===== src/sv/stl_pkg.sv =====
package stl_pkg;

    localparam int INTERP_DEPTH  = 16;
    localparam int POSITION_BITS = 24;
    localparam int TOP_W         = $clog2(INTERP_DEPTH + 1);
    localparam int IDX_W         = (INTERP_DEPTH > 1) ? $clog2(INTERP_DEPTH) : 1;
    localparam int RES_MAX       = 3;
    localparam int FIELD_W       = 3 + 3 * POSITION_BITS + 64;
    localparam int DATA_W        = ((FIELD_W + 7) / 8) * 8;

    localparam logic [POSITION_BITS-1:0] POS_MAX = '1;

    localparam logic [6:0] KIND_END    = 7'd0;
    localparam logic [6:0] KIND_INT    = 7'd1;
    localparam logic [6:0] KIND_STR    = 7'd2;
    localparam logic [6:0] KIND_HEAD   = 7'd3;
    localparam logic [6:0] KIND_MID    = 7'd4;
    localparam logic [6:0] KIND_TAIL   = 7'd5;
    localparam logic [6:0] KIND_ICLOSE = 7'd6;
    localparam logic [6:0] KIND_IDENT  = 7'd7;
    localparam logic [6:0] KIND_AUSER  = 7'd31;
    localparam logic [6:0] KIND_ACAPS  = 7'd32;
    localparam logic [6:0] KIND_ADROP  = 7'd33;
    localparam logic [6:0] KIND_LBRACE = 7'd39;
    localparam logic [6:0] KIND_RBRACE = 7'd40;
    localparam logic [6:0] KIND_BYTE   = 7'd70;
    localparam logic [6:0] KIND_ERROR  = 7'd71;

    localparam logic [2:0] ERR_NONE      = 3'd0;
    localparam logic [2:0] ERR_OPEN_STR  = 3'd1;
    localparam logic [2:0] ERR_ESCAPE    = 3'd2;
    localparam logic [2:0] ERR_DEEP      = 3'd3;
    localparam logic [2:0] ERR_ATTR      = 3'd4;
    localparam logic [2:0] ERR_DROP      = 3'd5;
    localparam logic [2:0] ERR_CHAR      = 3'd6;
    localparam logic [2:0] ERR_OPEN_INTP = 3'd7;

    localparam logic [47:0]  ATTR_USER = "[user]";
    localparam logic [119:0] ATTR_CAPS = "[caps(syscall)]";
    localparam logic [47:0]  ATTR_DROP = "[drop(";

    typedef struct packed {
        logic [6:0]               kind;
        logic [2:0]               err;
        logic [POSITION_BITS-1:0] line;
        logic [POSITION_BITS-1:0] span_s;
        logic [POSITION_BITS-1:0] span_e;
        logic signed [63:0]       value;
    } t_res;

    typedef struct packed {
        logic [1:0]             cnt;
        t_res [RES_MAX-1:0]     res;
    } t_grp;

    function automatic logic [POSITION_BITS-1:0] sat_inc(input logic [POSITION_BITS-1:0] x);
        return (x == POS_MAX) ? x : x + 1'b1;
    endfunction

    function automatic t_res mk_res(input logic [6:0] kind, input logic [2:0] err,
                                    input logic [POSITION_BITS-1:0] line,
                                    input logic [POSITION_BITS-1:0] s,
                                    input logic [POSITION_BITS-1:0] e,
                                    input logic [63:0] val);
        t_res r;
        r.kind   = kind;
        r.err    = err;
        r.line   = line;
        r.span_s = s;
        r.span_e = e;
        r.value  = val;
        return r;
    endfunction

    function automatic logic is_alpha(input logic [7:0] c);
        return (c >= "a" && c <= "z") || (c >= "A" && c <= "Z") || c == "_";
    endfunction

    function automatic logic is_digit(input logic [7:0] c);
        return c >= "0" && c <= "9";
    endfunction

    function automatic logic is_hexd(input logic [7:0] c);
        return is_digit(c) || (c >= "a" && c <= "f") || (c >= "A" && c <= "F");
    endfunction

    function automatic logic [3:0] hex_val(input logic [7:0] c);
        logic [7:0] t;
        t = is_digit(c) ? c - "0" : (c | 8'h20) - "a" + 8'd10;
        return t[3:0];
    endfunction

    function automatic logic [6:0] word_kind(input logic [63:0] p, input logic [3:0] n);
        logic [6:0] k;
        k = KIND_IDENT;
        case ({n, p})
            {4'd6, 64'("extern")}:   k = 7'd8;
            {4'd7, 64'("syscall")}:  k = 7'd9;
            {4'd2, 64'("fn")}:       k = 7'd10;
            {4'd3, 64'("mut")}:      k = 7'd11;
            {4'd6, 64'("return")}:   k = 7'd12;
            {4'd2, 64'("if")}:       k = 7'd13;
            {4'd4, 64'("else")}:     k = 7'd14;
            {4'd5, 64'("while")}:    k = 7'd15;
            {4'd5, 64'("break")}:    k = 7'd16;
            {4'd8, 64'("continue")}: k = 7'd17;
            {4'd2, 64'("as")}:       k = 7'd18;
            {4'd3, 64'("raw")}:      k = 7'd19;
            {4'd4, 64'("true")}:     k = 7'd20;
            {4'd5, 64'("false")}:    k = 7'd21;
            {4'd6, 64'("struct")}:   k = 7'd22;
            {4'd5, 64'("defer")}:    k = 7'd23;
            {4'd4, 64'("enum")}:     k = 7'd24;
            {4'd5, 64'("match")}:    k = 7'd25;
            {4'd4, 64'("impl")}:     k = 7'd27;
            {4'd3, 64'("for")}:      k = 7'd28;
            {4'd2, 64'("in")}:       k = 7'd29;
            {4'd3, 64'("own")}:      k = 7'd36;
            default:                 k = KIND_IDENT;
        endcase
        return k;
    endfunction

    function automatic logic [6:0] single_kind(input logic [7:0] c);
        logic [6:0] k;
        case (c)
            "(":     k = 7'd37;
            ")":     k = 7'd38;
            ",":     k = 7'd41;
            ";":     k = 7'd42;
            "[":     k = 7'd34;
            "]":     k = 7'd35;
            "?":     k = 7'd69;
            "^":     k = 7'd65;
            "%":     k = 7'd51;
            "*":     k = 7'd49;
            "/":     k = 7'd50;
            ".":     k = 7'd68;
            ":":     k = 7'd43;
            "-":     k = 7'd48;
            "+":     k = 7'd47;
            "=":     k = 7'd46;
            "!":     k = 7'd60;
            "<":     k = 7'd56;
            ">":     k = 7'd58;
            "&":     k = 7'd63;
            "|":     k = 7'd64;
            default: k = KIND_END;
        endcase
        return k;
    endfunction

    function automatic logic is_pair_first(input logic [7:0] c);
        return c == "." || c == ":" || c == "-" || c == "+" || c == "=" || c == "!" ||
               c == "<" || c == ">" || c == "&" || c == "|" || c == "/";
    endfunction

    // Returns a valid flag above the kind of the two-byte operator.
    function automatic logic [7:0] pair_kind(input logic [7:0] f, input logic [7:0] c);
        logic [7:0] r;
        r = 8'd0;
        case (f)
            ".": if (c == ".") r = {1'b1, 7'd30};
            ":": if (c == "=") r = {1'b1, 7'd44};
            "-": if (c == ">") r = {1'b1, 7'd45}; else if (c == "=") r = {1'b1, 7'd53};
            "+": if (c == "=") r = {1'b1, 7'd52};
            "=": if (c == "=") r = {1'b1, 7'd54}; else if (c == ">") r = {1'b1, 7'd26};
            "!": if (c == "=") r = {1'b1, 7'd55};
            "<": if (c == "=") r = {1'b1, 7'd57}; else if (c == "<") r = {1'b1, 7'd66};
            ">": if (c == "=") r = {1'b1, 7'd59}; else if (c == ">") r = {1'b1, 7'd67};
            "&": if (c == "&") r = {1'b1, 7'd61};
            "|": if (c == "|") r = {1'b1, 7'd62};
            default: r = 8'd0;
        endcase
        return r;
    endfunction

    // Returns a valid flag above the decoded byte.
    function automatic logic [8:0] escape_val(input logic [7:0] c);
        logic [8:0] r;
        case (c)
            "n":     r = {1'b1, 8'd10};
            "t":     r = {1'b1, 8'd9};
            "r":     r = {1'b1, 8'd13};
            "0":     r = {1'b1, 8'd0};
            "\\", "\"", "'", "{", "}": r = {1'b1, c};
            default: r = 9'd0;
        endcase
        return r;
    endfunction

endpackage


===== src/sv/stl_out_buf.sv =====
module stl_out_buf (
    input  logic          i_clk,
    input  logic          i_rst_n,
    input  logic          i_load,
    input  stl_pkg::t_grp i_grp,
    output logic          o_ready,
    output logic          o_tvalid,
    input  logic          i_tready,
    output stl_pkg::t_res o_res,
    output logic          o_last
);

    stl_pkg::t_res [stl_pkg::RES_MAX-1:0] r_grp;
    stl_pkg::t_res                        r_out;
    logic [1:0]                           r_gcnt;
    logic [1:0]                           r_gidx;
    logic                                 r_ovalid;
    logic                                 r_olast;
    logic                                 move;

    assign move    = (r_gcnt != 2'd0) && (!r_ovalid || i_tready);
    assign o_ready = (r_gcnt == 2'd0) || ((r_gcnt == 2'd1) && move);

    always_ff @(posedge i_clk) begin
        if (!i_rst_n) begin
            r_gcnt   <= 2'd0;
            r_gidx   <= 2'd0;
            r_ovalid <= 1'b0;
            r_olast  <= 1'b0;
        end else begin
            if (move) begin
                r_ovalid <= 1'b1;
                r_olast  <= (r_gcnt == 2'd1);
                r_gcnt   <= r_gcnt - 2'd1;
                r_gidx   <= r_gidx + 2'd1;
            end else if (i_tready) begin
                r_ovalid <= 1'b0;
            end
            if (i_load) begin
                r_gcnt <= i_grp.cnt;
                r_gidx <= 2'd0;
            end
        end
    end

    always_ff @(posedge i_clk) begin
        if (move) begin
            r_out <= r_grp[r_gidx];
        end
        if (i_load) begin
            r_grp <= i_grp.res;
        end
    end

    assign o_tvalid = r_ovalid;
    assign o_res    = r_out;
    assign o_last   = r_olast;

endmodule


===== src/sv/source_token_lexer_core.sv =====
// Streaming source lexer. Each input beat carries one source byte, or the end mark in tuser;
// the block returns tokens, decoded string bytes and at most one error as output beats, with
// tlast on the final beat caused by each input beat. A byte is accepted every cycle while the
// output keeps up: the lexer state is updated as each byte is accepted, and its results
// pass through a three-entry result group and then an output register before the first
// result of a byte appears. The output side delivers one beat per cycle while tready is high,
// so a byte that yields two results (or the end mark, up to three) holds the input until all
// of its results have left the result group. After the end token or an error every beat is
// accepted and gives no output until reset.
module source_token_lexer_core (
    input  logic        i_clk,
    input  logic        i_rst_n,
    input  logic        s_axis_tvalid,
    output logic        s_axis_tready,
    input  logic [7:0]  s_axis_tdata,   // source_byte
    input  logic [0:0]  s_axis_tuser,   // is_end
    output logic        m_axis_tvalid,
    input  logic        m_axis_tready,
    output logic [stl_pkg::DATA_W-1:0] m_axis_tdata, // error_code, token_line, span_start,
                                                     // span_end, value
    output logic [6:0]  m_axis_tuser,   // kind
    output logic        m_axis_tlast    // last
);

    localparam int P = stl_pkg::POSITION_BITS;

    typedef enum logic [3:0] {
        M_BETWEEN, M_WORD, M_ZERO, M_DEC, M_HEX, M_OPER, M_LINECMT, M_BLOCKCMT,
        M_STRING, M_ESCAPE, M_HASH, M_AUSER, M_ACAPS, M_ADROP, M_DNAME, M_DCLOSE
    } t_mode;

    t_mode                   r_mode,    n_mode;
    logic [6:0]              r_pend,    n_pend;
    logic [63:0]             r_wprefix, n_wprefix;
    logic [3:0]              r_wlen,    n_wlen;
    logic [63:0]             r_acc,     n_acc;
    logic [P-1:0]            r_soff,    n_soff;
    logic [P-1:0]            r_sline,   n_sline;
    logic [P-1:0]            r_off,     n_off;
    logic [P-1:0]            r_line,    n_line;
    logic [15:0]             r_brace,   n_brace;
    logic [stl_pkg::TOP_W-1:0] r_top,   n_top;
    logic [15:0]             r_cnest,   n_cnest;
    logic [P-1:0]            r_slen,    n_slen;
    logic [3:0]              r_aidx,    n_aidx;
    logic                    r_halt,    n_halt;
    logic [15:0]             r_stack [stl_pkg::INTERP_DEPTH];
    logic                    n_push;

    stl_pkg::t_grp           grp;
    stl_pkg::t_res           out_res;
    logic                    acc;
    logic                    buf_ready;

    assign acc           = s_axis_tvalid && s_axis_tready;
    assign s_axis_tready = buf_ready;

    always_comb begin
        t_mode                               m;
        logic                                done;
        logic [1:0]                          cnt;
        stl_pkg::t_res [stl_pkg::RES_MAX-1:0] res;
        logic [7:0]                          c;
        logic [P-1:0]                        off1;
        logic [7:0]                          pk;
        logic [8:0]                          ev;
        logic [15:0]                         stack_top;
        logic [119:0]                        caps_sh;
        logic [47:0]                         short_sh;
        logic [7:0]                          ach;
        logic [3:0]                          alen;
        logic [3:0]                          aidx1;

        n_mode    = r_mode;
        n_pend    = r_pend;
        n_wprefix = r_wprefix;
        n_wlen    = r_wlen;
        n_acc     = r_acc;
        n_soff    = r_soff;
        n_sline   = r_sline;
        n_off     = r_off;
        n_line    = r_line;
        n_brace   = r_brace;
        n_top     = r_top;
        n_cnest   = r_cnest;
        n_slen    = r_slen;
        n_aidx    = r_aidx;
        n_halt    = r_halt;
        n_push    = 1'b0;
        res       = '0;
        cnt       = 2'd0;
        done      = 1'b0;
        m         = r_mode;
        c         = s_axis_tdata;
        off1      = stl_pkg::sat_inc(r_off);
        pk        = stl_pkg::pair_kind({1'b0, r_pend}, c);
        ev        = stl_pkg::escape_val(c);
        stack_top = r_stack[stl_pkg::IDX_W'(r_top - 1'b1)];
        caps_sh   = stl_pkg::ATTR_CAPS << {r_aidx, 3'b000};
        short_sh  = ((r_mode == M_AUSER) ? stl_pkg::ATTR_USER : stl_pkg::ATTR_DROP)
                    << {r_aidx, 3'b000};
        ach       = (r_mode == M_ACAPS) ? caps_sh[119:112] : short_sh[47:40];
        alen      = (r_mode == M_ACAPS) ? 4'd15 : 4'd6;
        aidx1     = r_aidx + 4'd1;

        if (!r_halt) begin
            if (s_axis_tuser[0]) begin
                done = 1'b0;
                case (r_mode)
                    M_WORD: begin
                        res[cnt] = stl_pkg::mk_res((r_wlen <= 4'd8) ?
                                   stl_pkg::word_kind(r_wprefix, r_wlen) : stl_pkg::KIND_IDENT,
                                   stl_pkg::ERR_NONE, r_sline, r_soff, r_off, 64'd0);
                        cnt = cnt + 2'd1;
                    end
                    M_ZERO, M_DEC, M_HEX: begin
                        res[cnt] = stl_pkg::mk_res(stl_pkg::KIND_INT, stl_pkg::ERR_NONE,
                                   r_sline, r_soff, r_off, r_acc);
                        cnt = cnt + 2'd1;
                    end
                    M_OPER: begin
                        res[cnt] = stl_pkg::mk_res(stl_pkg::single_kind({1'b0, r_pend}),
                                   stl_pkg::ERR_NONE, r_sline, r_soff, r_off, 64'd0);
                        cnt = cnt + 2'd1;
                    end
                    M_STRING: begin
                        res[cnt] = stl_pkg::mk_res(stl_pkg::KIND_ERROR, stl_pkg::ERR_OPEN_STR,
                                   r_sline, r_soff, r_off, 64'd0);
                        cnt = cnt + 2'd1;
                        done = 1'b1;
                    end
                    M_ESCAPE: begin
                        res[cnt] = stl_pkg::mk_res(stl_pkg::KIND_ERROR, stl_pkg::ERR_ESCAPE,
                                   r_sline, r_soff, r_off, 64'd0);
                        cnt = cnt + 2'd1;
                        done = 1'b1;
                    end
                    M_HASH, M_AUSER, M_ACAPS, M_ADROP: begin
                        res[cnt] = stl_pkg::mk_res(stl_pkg::KIND_ERROR, stl_pkg::ERR_ATTR,
                                   r_sline, r_soff, r_off, 64'd0);
                        cnt = cnt + 2'd1;
                        done = 1'b1;
                    end
                    M_DNAME, M_DCLOSE: begin
                        res[cnt] = stl_pkg::mk_res(stl_pkg::KIND_ERROR, stl_pkg::ERR_DROP,
                                   r_sline, r_soff, r_off, 64'd0);
                        cnt = cnt + 2'd1;
                        done = 1'b1;
                    end
                    default: ;
                endcase
                if (!done) begin
                    res[cnt] = stl_pkg::mk_res(stl_pkg::KIND_END, stl_pkg::ERR_NONE,
                               r_line, r_off, r_off, 64'd0);
                    cnt = cnt + 2'd1;
                    if (r_top != '0) begin
                        res[cnt] = stl_pkg::mk_res(stl_pkg::KIND_ERROR,
                                   stl_pkg::ERR_OPEN_INTP, r_line, r_off, r_off, 64'd0);
                        cnt = cnt + 2'd1;
                    end
                end
                n_halt = 1'b1;
            end else begin
                n_off = off1;
                if (m == M_ZERO) begin
                    if (c == "x") begin
                        m    = M_HEX;
                        done = 1'b1;
                    end else begin
                        m = M_DEC;
                    end
                end

                // A byte that ends a pending token is seen again between tokens.
                if (!done) begin
                    case (m)
                        M_WORD: begin
                            if (stl_pkg::is_alpha(c) || stl_pkg::is_digit(c)) begin
                                if (r_wlen < 4'd8) n_wprefix = {r_wprefix[55:0], c};
                                if (r_wlen < 4'd15) n_wlen = r_wlen + 4'd1;
                                done = 1'b1;
                            end else begin
                                res[cnt] = stl_pkg::mk_res((r_wlen <= 4'd8) ?
                                    stl_pkg::word_kind(r_wprefix, r_wlen) : stl_pkg::KIND_IDENT,
                                    stl_pkg::ERR_NONE, r_sline, r_soff, r_off, 64'd0);
                                cnt = cnt + 2'd1;
                                m = M_BETWEEN;
                            end
                        end
                        M_DEC: begin
                            if (stl_pkg::is_digit(c)) begin
                                n_acc = (r_acc << 3) + (r_acc << 1) + {56'd0, c - 8'h30};
                                done = 1'b1;
                            end else if (c == "_") begin
                                done = 1'b1;
                            end else begin
                                res[cnt] = stl_pkg::mk_res(stl_pkg::KIND_INT, stl_pkg::ERR_NONE,
                                           r_sline, r_soff, r_off, r_acc);
                                cnt = cnt + 2'd1;
                                m = M_BETWEEN;
                            end
                        end
                        M_HEX: begin
                            if (stl_pkg::is_hexd(c)) begin
                                n_acc = {r_acc[59:0], stl_pkg::hex_val(c)};
                                done = 1'b1;
                            end else if (c == "_") begin
                                done = 1'b1;
                            end else begin
                                res[cnt] = stl_pkg::mk_res(stl_pkg::KIND_INT, stl_pkg::ERR_NONE,
                                           r_sline, r_soff, r_off, r_acc);
                                cnt = cnt + 2'd1;
                                m = M_BETWEEN;
                            end
                        end
                        M_OPER: begin
                            n_pend = '0;
                            done   = 1'b1;
                            if (r_pend == 7'h2F && c == "/") begin
                                m = M_LINECMT;
                            end else if (r_pend == 7'h2F && c == "*") begin
                                n_cnest = 16'd1;
                                m = M_BLOCKCMT;
                            end else if (pk[7]) begin
                                res[cnt] = stl_pkg::mk_res(pk[6:0], stl_pkg::ERR_NONE,
                                           r_sline, r_soff, off1, 64'd0);
                                cnt = cnt + 2'd1;
                                m = M_BETWEEN;
                            end else begin
                                res[cnt] = stl_pkg::mk_res(stl_pkg::single_kind({1'b0, r_pend}),
                                           stl_pkg::ERR_NONE, r_sline, r_soff, r_off, 64'd0);
                                cnt = cnt + 2'd1;
                                m = M_BETWEEN;
                                done = 1'b0;
                            end
                        end
                        default: ;
                    endcase
                end

                if (!done) begin
                    case (m)
                        M_BETWEEN: begin
                            if (c == " " || c == "\t" || c == "\r") begin
                                m = M_BETWEEN;
                            end else if (c == "\n") begin
                                n_line = stl_pkg::sat_inc(r_line);
                            end else if (stl_pkg::is_alpha(c)) begin
                                n_soff    = r_off;
                                n_sline   = r_line;
                                n_wprefix = {56'd0, c};
                                n_wlen    = 4'd1;
                                m         = M_WORD;
                            end else if (stl_pkg::is_digit(c)) begin
                                n_soff  = r_off;
                                n_sline = r_line;
                                n_acc   = {56'd0, c - 8'h30};
                                m       = (c == "0") ? M_ZERO : M_DEC;
                            end else if (c == "\"") begin
                                n_soff  = r_off;
                                n_sline = r_line;
                                n_slen  = '0;
                                n_pend  = '0;
                                m       = M_STRING;
                            end else if (c == "#") begin
                                n_soff  = r_off;
                                n_sline = r_line;
                                n_aidx  = 4'd0;
                                m       = M_HASH;
                            end else if (c == "{") begin
                                n_brace = r_brace + 16'd1;
                                res[cnt] = stl_pkg::mk_res(stl_pkg::KIND_LBRACE,
                                           stl_pkg::ERR_NONE, r_line, r_off, off1, 64'd0);
                                cnt = cnt + 2'd1;
                            end else if (c == "}") begin
                                if (r_top != '0 && r_brace == stack_top) begin
                                    n_top   = r_top - 1'b1;
                                    res[cnt] = stl_pkg::mk_res(stl_pkg::KIND_ICLOSE,
                                               stl_pkg::ERR_NONE, r_line, r_off, off1, 64'd0);
                                    cnt = cnt + 2'd1;
                                    n_soff  = off1;
                                    n_sline = r_line;
                                    n_slen  = '0;
                                    n_pend  = 7'd1;
                                    m       = M_STRING;
                                end else begin
                                    n_brace = r_brace - 16'd1;
                                    res[cnt] = stl_pkg::mk_res(stl_pkg::KIND_RBRACE,
                                               stl_pkg::ERR_NONE, r_line, r_off, off1, 64'd0);
                                    cnt = cnt + 2'd1;
                                end
                            end else if (stl_pkg::is_pair_first(c)) begin
                                n_soff  = r_off;
                                n_sline = r_line;
                                n_pend  = c[6:0];
                                m       = M_OPER;
                            end else if (stl_pkg::single_kind(c) != stl_pkg::KIND_END) begin
                                res[cnt] = stl_pkg::mk_res(stl_pkg::single_kind(c),
                                           stl_pkg::ERR_NONE, r_line, r_off, off1, 64'd0);
                                cnt = cnt + 2'd1;
                            end else begin
                                res[cnt] = stl_pkg::mk_res(stl_pkg::KIND_ERROR,
                                           stl_pkg::ERR_CHAR, r_line, r_off, off1, 64'd0);
                                cnt = cnt + 2'd1;
                                n_halt = 1'b1;
                            end
                        end
                        M_LINECMT: begin
                            if (c == "\n") begin
                                n_line = stl_pkg::sat_inc(r_line);
                                m = M_BETWEEN;
                            end
                        end
                        M_BLOCKCMT: begin
                            n_pend = '0;
                            if (r_pend == 7'h2F && c == "*") begin
                                if (r_cnest != 16'hFFFF) n_cnest = r_cnest + 16'd1;
                            end else if (r_pend == 7'h2A && c == "/") begin
                                if (r_cnest != 16'd0) n_cnest = r_cnest - 16'd1;
                                if (n_cnest == 16'd0) m = M_BETWEEN;
                            end else if (c == "/" || c == "*") begin
                                n_pend = c[6:0];
                            end else if (c == "\n") begin
                                n_line = stl_pkg::sat_inc(r_line);
                            end
                        end
                        M_STRING: begin
                            if (c == "\"") begin
                                res[cnt] = stl_pkg::mk_res((r_pend != '0) ?
                                           stl_pkg::KIND_TAIL : stl_pkg::KIND_STR,
                                           stl_pkg::ERR_NONE, r_sline, r_soff, off1,
                                           64'(r_slen));
                                cnt = cnt + 2'd1;
                                n_pend = '0;
                                m = M_BETWEEN;
                            end else if (c == "{") begin
                                if (r_top >= stl_pkg::TOP_W'(stl_pkg::INTERP_DEPTH)) begin
                                    res[cnt] = stl_pkg::mk_res(stl_pkg::KIND_ERROR,
                                               stl_pkg::ERR_DEEP, r_sline, r_soff, off1, 64'd0);
                                    cnt = cnt + 2'd1;
                                    n_halt = 1'b1;
                                end else begin
                                    n_push = 1'b1;
                                    n_top  = r_top + 1'b1;
                                    res[cnt] = stl_pkg::mk_res((r_pend != '0) ?
                                               stl_pkg::KIND_MID : stl_pkg::KIND_HEAD,
                                               stl_pkg::ERR_NONE, r_sline, r_soff, off1,
                                               64'(r_slen));
                                    cnt = cnt + 2'd1;
                                    n_pend = '0;
                                    m = M_BETWEEN;
                                end
                            end else if (c == "\\") begin
                                m = M_ESCAPE;
                            end else begin
                                if (c == "\n") n_line = stl_pkg::sat_inc(r_line);
                                res[cnt] = stl_pkg::mk_res(stl_pkg::KIND_BYTE, stl_pkg::ERR_NONE,
                                           r_sline, r_soff, off1, {56'd0, c});
                                cnt = cnt + 2'd1;
                                n_slen = stl_pkg::sat_inc(r_slen);
                            end
                        end
                        M_ESCAPE: begin
                            if (!ev[8]) begin
                                res[cnt] = stl_pkg::mk_res(stl_pkg::KIND_ERROR,
                                           stl_pkg::ERR_ESCAPE, r_sline, r_soff, off1, 64'd0);
                                cnt = cnt + 2'd1;
                                n_halt = 1'b1;
                            end else begin
                                res[cnt] = stl_pkg::mk_res(stl_pkg::KIND_BYTE, stl_pkg::ERR_NONE,
                                           r_sline, r_soff, off1, {56'd0, ev[7:0]});
                                cnt = cnt + 2'd1;
                                n_slen = stl_pkg::sat_inc(r_slen);
                                m = M_STRING;
                            end
                        end
                        M_HASH: begin
                            if (r_aidx == 4'd0 && c == "[") begin
                                n_aidx = 4'd1;
                            end else if (r_aidx == 4'd1 && (c == "u" || c == "c" || c == "d"))
                            begin
                                n_aidx = 4'd2;
                                m = (c == "u") ? M_AUSER : ((c == "c") ? M_ACAPS : M_ADROP);
                            end else begin
                                res[cnt] = stl_pkg::mk_res(stl_pkg::KIND_ERROR,
                                           stl_pkg::ERR_ATTR, r_sline, r_soff, off1, 64'd0);
                                cnt = cnt + 2'd1;
                                n_halt = 1'b1;
                            end
                        end
                        M_AUSER, M_ACAPS, M_ADROP: begin
                            if (r_aidx >= alen || c != ach) begin
                                res[cnt] = stl_pkg::mk_res(stl_pkg::KIND_ERROR,
                                           stl_pkg::ERR_ATTR, r_sline, r_soff, off1, 64'd0);
                                cnt = cnt + 2'd1;
                                n_halt = 1'b1;
                            end else begin
                                n_aidx = aidx1;
                                if (aidx1 == alen) begin
                                    if (m == M_ADROP) begin
                                        n_slen = '0;
                                        m = M_DNAME;
                                    end else begin
                                        res[cnt] = stl_pkg::mk_res((m == M_AUSER) ?
                                                   stl_pkg::KIND_AUSER : stl_pkg::KIND_ACAPS,
                                                   stl_pkg::ERR_NONE, r_sline, r_soff, off1,
                                                   64'd0);
                                        cnt = cnt + 2'd1;
                                        m = M_BETWEEN;
                                    end
                                end
                            end
                        end
                        M_DNAME: begin
                            if (stl_pkg::is_alpha(c) || stl_pkg::is_digit(c)) begin
                                n_slen = stl_pkg::sat_inc(r_slen);
                            end else if (c == ")" && r_slen != '0) begin
                                m = M_DCLOSE;
                            end else begin
                                res[cnt] = stl_pkg::mk_res(stl_pkg::KIND_ERROR,
                                           stl_pkg::ERR_DROP, r_sline, r_soff, off1, 64'd0);
                                cnt = cnt + 2'd1;
                                n_halt = 1'b1;
                            end
                        end
                        M_DCLOSE: begin
                            if (c == "]") begin
                                res[cnt] = stl_pkg::mk_res(stl_pkg::KIND_ADROP,
                                           stl_pkg::ERR_NONE, r_sline, r_soff, off1,
                                           64'(r_slen));
                                cnt = cnt + 2'd1;
                                m = M_BETWEEN;
                            end else begin
                                res[cnt] = stl_pkg::mk_res(stl_pkg::KIND_ERROR,
                                           stl_pkg::ERR_DROP, r_sline, r_soff, off1, 64'd0);
                                cnt = cnt + 2'd1;
                                n_halt = 1'b1;
                            end
                        end
                        default: ;
                    endcase
                end
                n_mode = m;
            end
        end

        grp.cnt = acc ? cnt : 2'd0;
        grp.res = res;
    end

    always_ff @(posedge i_clk) begin
        if (!i_rst_n) begin
            r_mode    <= M_BETWEEN;
            r_pend    <= '0;
            r_wprefix <= '0;
            r_wlen    <= '0;
            r_acc     <= '0;
            r_soff    <= '0;
            r_sline   <= P'(1);
            r_off     <= '0;
            r_line    <= P'(1);
            r_brace   <= '0;
            r_top     <= '0;
            r_cnest   <= '0;
            r_slen    <= '0;
            r_aidx    <= '0;
            r_halt    <= 1'b0;
        end else if (acc) begin
            r_mode    <= n_mode;
            r_pend    <= n_pend;
            r_wprefix <= n_wprefix;
            r_wlen    <= n_wlen;
            r_acc     <= n_acc;
            r_soff    <= n_soff;
            r_sline   <= n_sline;
            r_off     <= n_off;
            r_line    <= n_line;
            r_brace   <= n_brace;
            r_top     <= n_top;
            r_cnest   <= n_cnest;
            r_slen    <= n_slen;
            r_aidx    <= n_aidx;
            r_halt    <= n_halt;
        end
    end

    always_ff @(posedge i_clk) begin
        if (acc && n_push) begin
            r_stack[r_top[stl_pkg::IDX_W-1:0]] <= r_brace;
        end
    end

    stl_out_buf u_out_buf (
        .i_clk    (i_clk),
        .i_rst_n  (i_rst_n),
        .i_load   (acc),
        .i_grp    (grp),
        .o_ready  (buf_ready),
        .o_tvalid (m_axis_tvalid),
        .i_tready (m_axis_tready),
        .o_res    (out_res),
        .o_last   (m_axis_tlast)
    );

    assign m_axis_tuser = out_res.kind;
    assign m_axis_tdata = stl_pkg::DATA_W'({out_res.value, out_res.span_e, out_res.span_s,
                                            out_res.line, out_res.err});

    a_halt_silent: assert property (@(posedge i_clk) disable iff (!i_rst_n)
        (acc && r_halt) |-> (grp.cnt == 2'd0))
        else $error("results produced while halted");

    a_top_bound: assert property (@(posedge i_clk) disable iff (!i_rst_n)
        r_top <= stl_pkg::TOP_W'(stl_pkg::INTERP_DEPTH))
        else $error("interpolation stack overrun");

    a_comment_nest: assert property (@(posedge i_clk) disable iff (!i_rst_n)
        (r_mode == M_BLOCKCMT) |-> (r_cnest != 16'd0))
        else $error("block comment open with zero nesting");

endmodule


===== config.mk =====
export PLATFORM = sky130hd
export DESIGN_NAME = source_token_lexer_core
export DESIGN_NICKNAME = d
export VERILOG_FILES = /design/src/sv/stl_pkg.sv /design/src/sv/stl_out_buf.sv /design/src/sv/source_token_lexer_core.sv
export SDC_FILE = /design/constraint.sdc
export NUM_CORES = 2
export LEC_CHECK = 0
export BUFFER_PORTS_ARGS = -buffer_cell sky130_fd_sc_hd__buf_2
export CORE_MARGIN = 3
export CORE_UTILIZATION = 55
export DETAILED_ROUTE_END_ITERATION = 8
export PLACE_DENSITY_LB_ADDON = 0.05
export SLEW_MARGIN = 10
export SYNTH_ARGS = -nofsm -noshare
export SYNTH_HDL_FRONTEND = slang
export SYNTH_SLANG_ARGS = --single-unit
export TNS_END_PERCENT = 10

===== constraint.sdc =====
create_clock -name i_clk -period 24.9 [get_ports i_clk]
set_input_delay 2.49 -clock i_clk [delete_from_list [all_inputs] [get_ports i_clk]]
set_output_delay 2.49 -clock i_clk [all_outputs]
set_load 0.02 [all_outputs]

### Word level (Yosys, flattened, before mapping)

Memory sizes are Yosys's and may differ from the RTL's.
Cells that the tools add are included.
W data, S select, Z words.

| storage, ports and cells | value |
|---|---|
| register bits | 895 |
| bits in writable memories | 256 |
| input port bits | 13 |
| output and inout bits | 154 |
| logic and storage cells | 720 |
| memories kept | 1 |

| cells by class | value |
|---|---|
| add/subtract/negate cells | 21 |
| order comparisons | 20 |
| equality and inequality tests | 149 |
| shifts and indexed selects | 2 |
| multiplexer cells | 397 |
| bitwise logic cells | 10 |
| reductions and logical operators | 77 |

Memories:

| memory | depth | bits a word | rd ports | clocked after memory_dff | wr ports | line | text |
|---|---|---|---|---|---|---|---|
| r_stack | 16 | 16 | 1 | 0 | 1 | source_token_lexer_core.sv:47 | `logic [15:0] r_stack [stl_pkg::INTERP_DEPTH];` |

Operator list:

| cell | number |
|---|---|
| $mux W438 | 28 |
| $bwmux W438 | 17 |
| $pmux W438 S7 | 1 |
| $mux W146 | 14 |
| $mux W64 | 18 |
| $mux W24 | 44 |
| $pmux W146 S7 | 1 |
| $eq A68 B67 Y1 const B | 13 |
| $demux W146 S2 | 3 |
| $pmux W146 S4 | 1 |
| $eq A68 B66 Y1 const B | 8 |
| $mux W7 | 47 |
| $mux W16 | 19 |
| $pmux W7 S21 | 2 |
| $bmux W146 S2 | 1 |
| $mux W140 | 2 |
| $mux W4 | 58 |
| $eq A8 B6 Y1 const B | 22 |
| $pmux W6 S22 | 1 |
| $pmux W64 S2 | 1 |
| $eq A8 B7 Y1 const B | 15 |
| $mux W8 | 15 |
| $pmux W24 S5 | 1 |
| $shl A119 B7 Y120 const A | 1 |
| 87 further kinds | 343 |

### Longest topological paths before layout

| logic depth | value |
|---|---|
| depth in word-level cells | 53 |
| gate-level depth with buffers | 21 |

### Cells and area by module

From an unflattened synthesis, not the netlist that was laid out.

| second synthesis, totals | value |
|---|---|
| cell total of the unflattened synthesis | 5961 |
| area, all modules | 62192.1 um^2 |

Modules (own cells, without submodules):

| module | instances | cells an instance | area an instance (um^2) |
|---|---|---|---|
| source_token_lexer_core | 1 | 4853 | 41322.1 |
| stl_out_buf | 1 | 1108 | 20870.0 |

### Least setup slack after synthesis

No wires, ideal clock.

| path | value |
|---|---|
| path type | input -> register |
| from | in m_axis_tready |
| to | reg r_brace[11] |
| library setup time | 0.128 ns |
| arrival time | 13.516 ns |
| data required time | 24.772 ns |
| path slack | 11.256 ns |
| stages on the path | 11 |
| path through | nand2b_1 -> a21oi_1 -> nor2b_1 -> clkbuf_1 -> nand2_1 -> nor4_2 -> nand4_1 -> o21ai_2 -> buf_4 -> mux2i_1 -> nor2_1 |

| between the ends | value |
|---|---|
| cells in the longest elaborated chain, start to end | 6 |

Ends and longest elaborated chain:

| item | line | text |
|---|---|---|
| start, declared | source_token_lexer_core.sv:18 | `input logic m_axis_tready,` |
| $logic_or A1 B1 Y1 | stl_out_buf.sv:21 | `assign move = (r_gcnt != 2'd0) && (!r_ovalid \|\| i_tready);` |
| $logic_and A1 B1 Y1 | stl_out_buf.sv:21 |  |
| $logic_and A1 B1 Y1 | stl_out_buf.sv:22 | `assign o_ready = (r_gcnt == 2'd0) \|\| ((r_gcnt == 2'd1) && move);` |
| $logic_or A1 B1 Y1 | stl_out_buf.sv:22 |  |
| $logic_and A1 B1 Y1 | source_token_lexer_core.sv:55 | `assign acc = s_axis_tvalid && s_axis_tready;` |
| named net acc | source_token_lexer_core.sv:52 | `logic acc;` |
| $reduce_and A13 Y1 (no source line) | n/a |  |
| end signal, assigned | source_token_lexer_core.sv:478 | `r_brace <= n_brace;` |
| end, declared | source_token_lexer_core.sv:41 | `logic [15:0] r_brace, n_brace;` |

The timed path passes the listed nets, and every way through them passes these cells.
A chain may end at the register's enable or synchronous reset.

### Worst setup path after layout

| path | value |
|---|---|
| from | in s_axis_tdata[1] |
| to | reg u_out_buf.r_grp[134] (netlist bit), data pin |

| between the ends | value |
|---|---|
| cells in the longest elaborated chain, start to end | 29 |
| elaborated cells on any way between the ends | 220 |

Ends and longest elaborated chain:

| item | line | text |
|---|---|---|
| start, declared | source_token_lexer_core.sv:15 | `input logic [7:0] s_axis_tdata,` |
| $eq A8 B7 Y1, or another cell as far along | stl_pkg.sv:126, stl_pkg.sv:155, stl_pkg.sv:172 |  |
| $pmux W7 S21 | stl_pkg.sv:126 | `case (c)` |
| $mux W7 | source_token_lexer_core.sv:292 | `end else if (stl_pkg::is_pair_first(c)) begin` |
| $mux W7 | source_token_lexer_core.sv:275 | `end else if (c == "}") begin` |
| $mux W7 | source_token_lexer_core.sv:270 | `end else if (c == "{") begin` |
| $mux W7 | source_token_lexer_core.sv:265 | `end else if (c == "#") begin` |
| $mux W7 | source_token_lexer_core.sv:259 | `end else if (c == "\"") begin` |
| $mux W7 | source_token_lexer_core.sv:254 | `end else if (stl_pkg::is_digit(c)) begin` |
| [... 13 more ...] | n/a |  |
| $mux W438 | source_token_lexer_core.sv:259 |  |
| $mux W438 | source_token_lexer_core.sv:254 |  |
| $mux W438 | source_token_lexer_core.sv:248 | `end else if (stl_pkg::is_alpha(c)) begin` |
| $mux W438 | source_token_lexer_core.sv:246 | `end else if (c == "\n") begin` |
| $mux W438 | source_token_lexer_core.sv:244 | `if (c == " " \|\| c == "\t" \|\| c == "\r") begin` |
| $pmux W438 S7 | source_token_lexer_core.sv:242 | `case (m)` |
| $mux W438 (*) | source_token_lexer_core.sv:241 | `if (!done) begin` |
| $mux W438 (*) | source_token_lexer_core.sv:107 | `if (s_axis_tuser[0]) begin` |
| end signal, assigned | stl_out_buf.sv:51 | `r_grp <= i_grp.res;` |
| end, declared | stl_out_buf.sv:13 | `stl_pkg::t_res [stl_pkg::RES_MAX-1:0] r_grp;` |

Mark *: on every way between the ends. The rest lies on a longest branch, timed or not. The select of a mux whose other input is x is not followed.

==> metrics.csv <==
stage,metric,value,unit
clocking,Clock Tree Buf Depth,3,
cells_and_area,final instance area,61520,µm²
yosys,"Seq/Total Area, Yosys",48.74,%
yosys,complex-gate fraction of the synthesized area,16.42,%
yosys,Adder-Cell Fraction of Synth Area,4.154,%
sta,Final Cycle Share,30.96,%
floorplan,# rows,116,
min_path,hold crit path type,flop to flop,
detailed_routing,Starting DRT DRC Count,5789,
power_and_ir_drop,P_leak,21.98,nW
clocking,CTS tree,built,
setup_path,Setup CP Type,primary input to flop,
clocking,CTS Hold Bufs,0,
power_and_ir_drop,Flop pwr share,45.2,%
sta,Least-Margin Pin Slew,1.287,ns
clocking,clk slew on worst S/H paths,0.06,ns
yosys,post-synth top area cell,edfxtp_1,
cells_and_area,n_diodes,0,
setup_path,Reg2Reg Setup Slack,17.51,ns
detailed_routing,DRC Markers,0,
cells_and_area,number of fill cells in the layout,8529,
sta,Max Fclk,129.7,MHz
power_and_ir_drop,VDD IR-drop max,0.08768,mV
yosys,simple-gate share of the synthesized area,18.33,%
cells_and_area,Final Non-Filler Cells,7039,
min_path,Hold Path Depth,2,
cells_and_area,ratio of cells with drive above 1 in the final layout,10.59,%
place,Placer Congestion,1.018,
power_and_ir_drop,sw power,0.001705,W
power_and_ir_drop,Power Density,81.98,nW/µm²
cells_and_area,nets,5788,
yosys,top-area cell type share of the netlist area,37.64,%
floorplan,initial cell density of the core,55.76,%
yosys,mux share of post-synthesis cell area,5.870,%
grt,initial antenna violation count,13,
sta,RSZ-0062 raised after global routing,no,
place,dpl cells,6842,
yosys,mapped cell area,56080,µm²
sta,Tmin final,7.709,ns
setup_path,"slowest stage delay, CP",0.73,ns
setup_path,most frequent CP cell,a21o_1,
yosys,Mapped Avg Cell Area,10.06,µm²
clocking,Worst-Skew Late Latency,0.70,ns
yosys,Yosys warnings,0,
grt,first-pass GRT wire length,271700,µm
setup_path,CP cell instances,buf_2 > inv_1 > ha_1 > o21bai_1 > a2111oi_1 > or3_1 > o31ai_2 > a21o_1 > a21oi_1 > a211oi_1 > o211ai_1 > a21o_1 > buf_4 > a22o_1,
yosys,Main synth FF type,edfxtp_1,
yosys,Post-Synth XOR/XNOR Area,2.887,%
grt,total track usage,33.14,%
floorplan,Die Span X,325.3,µm
grt,vias in the first global route,42430,
min_path,Worst Hold Launch,r_sline[21]$_SDFFE_PN0P_,
floorplan,core footprint,100600,µm²
setup_path,CP max stage cell,o31ai_2,
sta,slew margin rel.,14.09,%
detailed_routing,Via-to-Cell Ratio,6.537,
setup_path,worst path arrival time,8.15,ns
place,placed instance area,58150,µm²
grt,largest net degree at the start of global routing,173,
min_path,Worst Hold Endpoint,r_sline[21]$_SDFFE_PN0P_,
setup_path,CP startpoint kind,primary input,
clocking,CTS root buf,clkbuf_16,
yosys,number of synthesized flops with an enable pin,703,
floorplan,number of I/O pins,167,
clocking,cts repair resizes,0,
clocking,number of setup buffers added after CTS,0,
detailed_routing,TritonRoute pass-1 iters,6,
power_and_ir_drop,clock share of power,30.4,%
detailed_routing,post-detailed-route wirelength per cell,25.59,µm
sta,Worst Skew,0.05174,ns
floorplan,die area,105800,µm²
grt,grt ovf,0,
detailed_routing,Post-DRT Antenna Nets,0,
yosys,Syn Inst Count,5574,
clocking,# H-tree levels,3,
sta,setup TNS,0,ns
yosys,Yosys cell types,104,
sta,count of final hold-check violations,0,
power_and_ir_drop,switch share,33.80,%
yosys,Synth Register Bits,1014,
yosys,Area contributors post-synth,"edfxtp_1 38%, dfxtp_1 11%, nand2_1 4.0%",
clocking,Num Clock Sinks,1014,
setup_path,Critical Path End Type,flop,
setup_path,CP Max Fanout,23,
setup_path,worst r2r dst,r_slen[14]$_SDFFE_PN0P_,
detailed_routing,routed wire length,180100,µm
power_and_ir_drop,Comb pwr share,24.4,%
place,placed wire-length estimate,125000,µm
clocking,total CTS buffers,106,
sta,setup violators final,0,
setup_path,Register-to-Register Path Depth,12,
detailed_routing,DR vias,46010,
outcome,status,finished clean,
power_and_ir_drop,Cell Int Power,0.003339,W
sta,"Slew Viols, Final",0,
yosys,async set-reset flop share out of synthesis,0,%
setup_path,Worst Path Required,25.34,ns
cells_and_area,P&R area growth vs syn,9.696,%
floorplan,die height,325.3,µm
power_and_ir_drop,Overall Power,0.005044,W
setup_path,FF-to-FF Start,r_mode[2]$_SDFFE_PN0P_,
place,I/O Buffers,161,
run,max-cap viol count,0,
yosys,largest family of logic cells by synthesized area,simple AND/OR/NAND/NOR gates,
==> power by group through the flow <==
stage / Combinational, W / Clock, W / Sequential [W]
2_1_floorplan: 0.000621 / 0 / 0.00248
3_3_place_gp: 0.00121 / 0 / 0.00231
3_5_place_dp: 0.00121 / 0 / 0.00231
4_1_cts: 0.00122 / 0.00156 / 0.00228
5_1_grt: 0.00130 / 0.00163 / 0.00230
6_report: 0.00123 / 0.00153 / 0.00228
==> stage by stage <==
| stage | utilization, % | setup WS (ns) | hold slack, ns |
|---|---|---|---|
| finish | 61.17 | 17.19 | 0.4530 |
| global route | 61.17 | 16.93 | 0.4754 |
| CTS | 61.17 | 17.36 | 0.4544 |
| detailed placement | 57.81 | 16.67 | 0.4442 |
| global placement | 57.81 | 16.82 | 0.4398 |
| floorplan | - | 11.26 | 0.4308 |
==> cell usage in the layout, fill, tap and decap left out, types with 19 or more instances in the layout <==
master	instances
a21o_1	63
and2_1	157
conb_1	29
nor3_1	112
xor2_1	71
or3_1	44
o21ai_0	330
buf_4	123
nor4_1	59
clkbuf_1	29
a31oi_1	48
o21a_1	29
nor2_1	422
o211ai_1	33
nor2b_1	91
edfxtp_1	703
a22oi_1	83
and3_1	62
nand3_1	157
clkbuf_16	108
clkinv_1	19
inv_1	86
nand4_1	86
o31ai_1	61
a22o_1	66
nand2_1	597
nand2b_1	44
or4_1	35
buf_2	161
xnor2_1	112
a211oi_1	66
dfxtp_1	308
mux4_2	66
mux2i_1	177
or2_2	20
o22ai_1	43
ha_1	174
a21oi_1	359
==> synth_stat cells, types with 86 or more instances <==
| cell type | count |
|---|---|
| nand2_1 | 598 |
| xnor2_1 | 112 |
| clkbuf_1 | 312 |
| nand3_1 | 157 |
| inv_1 | 86 |
| a21oi_1 | 360 |
| edfxtp_1 | 703 |
| and2_1 | 158 |
| o21ai_0 | 331 |
| nand4_1 | 86 |
| mux2i_1 | 177 |
| nor2b_1 | 94 |
| nor3_1 | 115 |
| nor2_1 | 428 |
| dfxtp_1 | 311 |
| ha_1 | 175 |
==> routing by layer <==
| layer | track usage, % | wire [µm] | part of all wire (%) |
|---|---|---|---|
| met5 | 0 | 0 | 0 |
| met4 | 8.167 | 4380 | 2.4 |
| met3 | 7.124 | 20480 | 11 |
| met2 | 47.17 | 74880 | 42 |
| met1 | 51.23 | 80390 | 45 |
==> cell type report <==
type	instances	area (µm²)	share of cell area, %
clock buffers	147	2949	4.794
clock inverters	50	426.7	0.6935
inverters	91	346.6	0.5634
multi-input cells	4095	27000	43.89
flip-flops and latches	1014	27350	44.45
well taps	1357	1698	2.760
repair buffers	285	1749	2.843
==> worst max-delay path by stage <==
| stage | to | depth (start not counted) | slack (ns) | start |
|---|---|---|---|---|
| 2_1_floorplan | r_brace[11]$_SDFFE_PN0P_ | 11 | 11.26 | m_axis_tready |
| 3_3_place_gp | u_out_buf.r_grp[134]$_SDFFCE_PP0P_ | 14 | 16.82 | s_axis_tdata[1] |
| 3_5_place_dp | u_out_buf.r_grp[127]$_SDFFCE_PP0P_ | 14 | 16.67 | s_axis_tdata[1] |
| 4_1_cts | u_out_buf.r_grp[127]$_SDFFCE_PP0P_ | 14 | 17.36 | s_axis_tdata[1] |
| 5_1_grt | r_slen[16]$_SDFFE_PN0P_ | 14 | 16.93 | s_axis_tdata[1] |
| 6_report | u_out_buf.r_grp[134]$_SDFFCE_PP0P_ | 14 | 17.19 | s_axis_tdata[1] |
==> cell families after synthesis <==
| kind of cell | count (synthesis) |
|---|---|
| buffers and inverters | 493 |
| adder cells (fa/ha/maj) | 182 |
| multiplexers | 246 |
| AO/OA/AOI/OAI | 1416 |
| flip-flops | 1014 |
| XOR/XNOR | 184 |
| AND/OR/NAND/NOR | 2038 |
| other | 1 |
==> worst max-delay path: cells and delay by family <==
family	cells	cell delay, ns
fa+ha+maj	1	0.42
compound gates	9	3.74
simple gates	1	0.54
buf+inv	3	0.94
==> state kept, by name (all words and copies together) (netlist names), 2 cells and up <==
name              cells
r_wlen                4
r_pend                7
r_aidx                4
u_out_buf.o_res     146
r_stack             256
r_acc                64
r_soff               24
u_out_buf.r_gidx      2
r_brace              16
r_top                 5
u_out_buf.r_grp     301
u_out_buf.r_gcnt      2
r_sline              24
r_mode                4
r_slen               24
r_cnest              16
r_off                24
r_wprefix            64
r_line               24
Power figures use the tool's default switching activity.
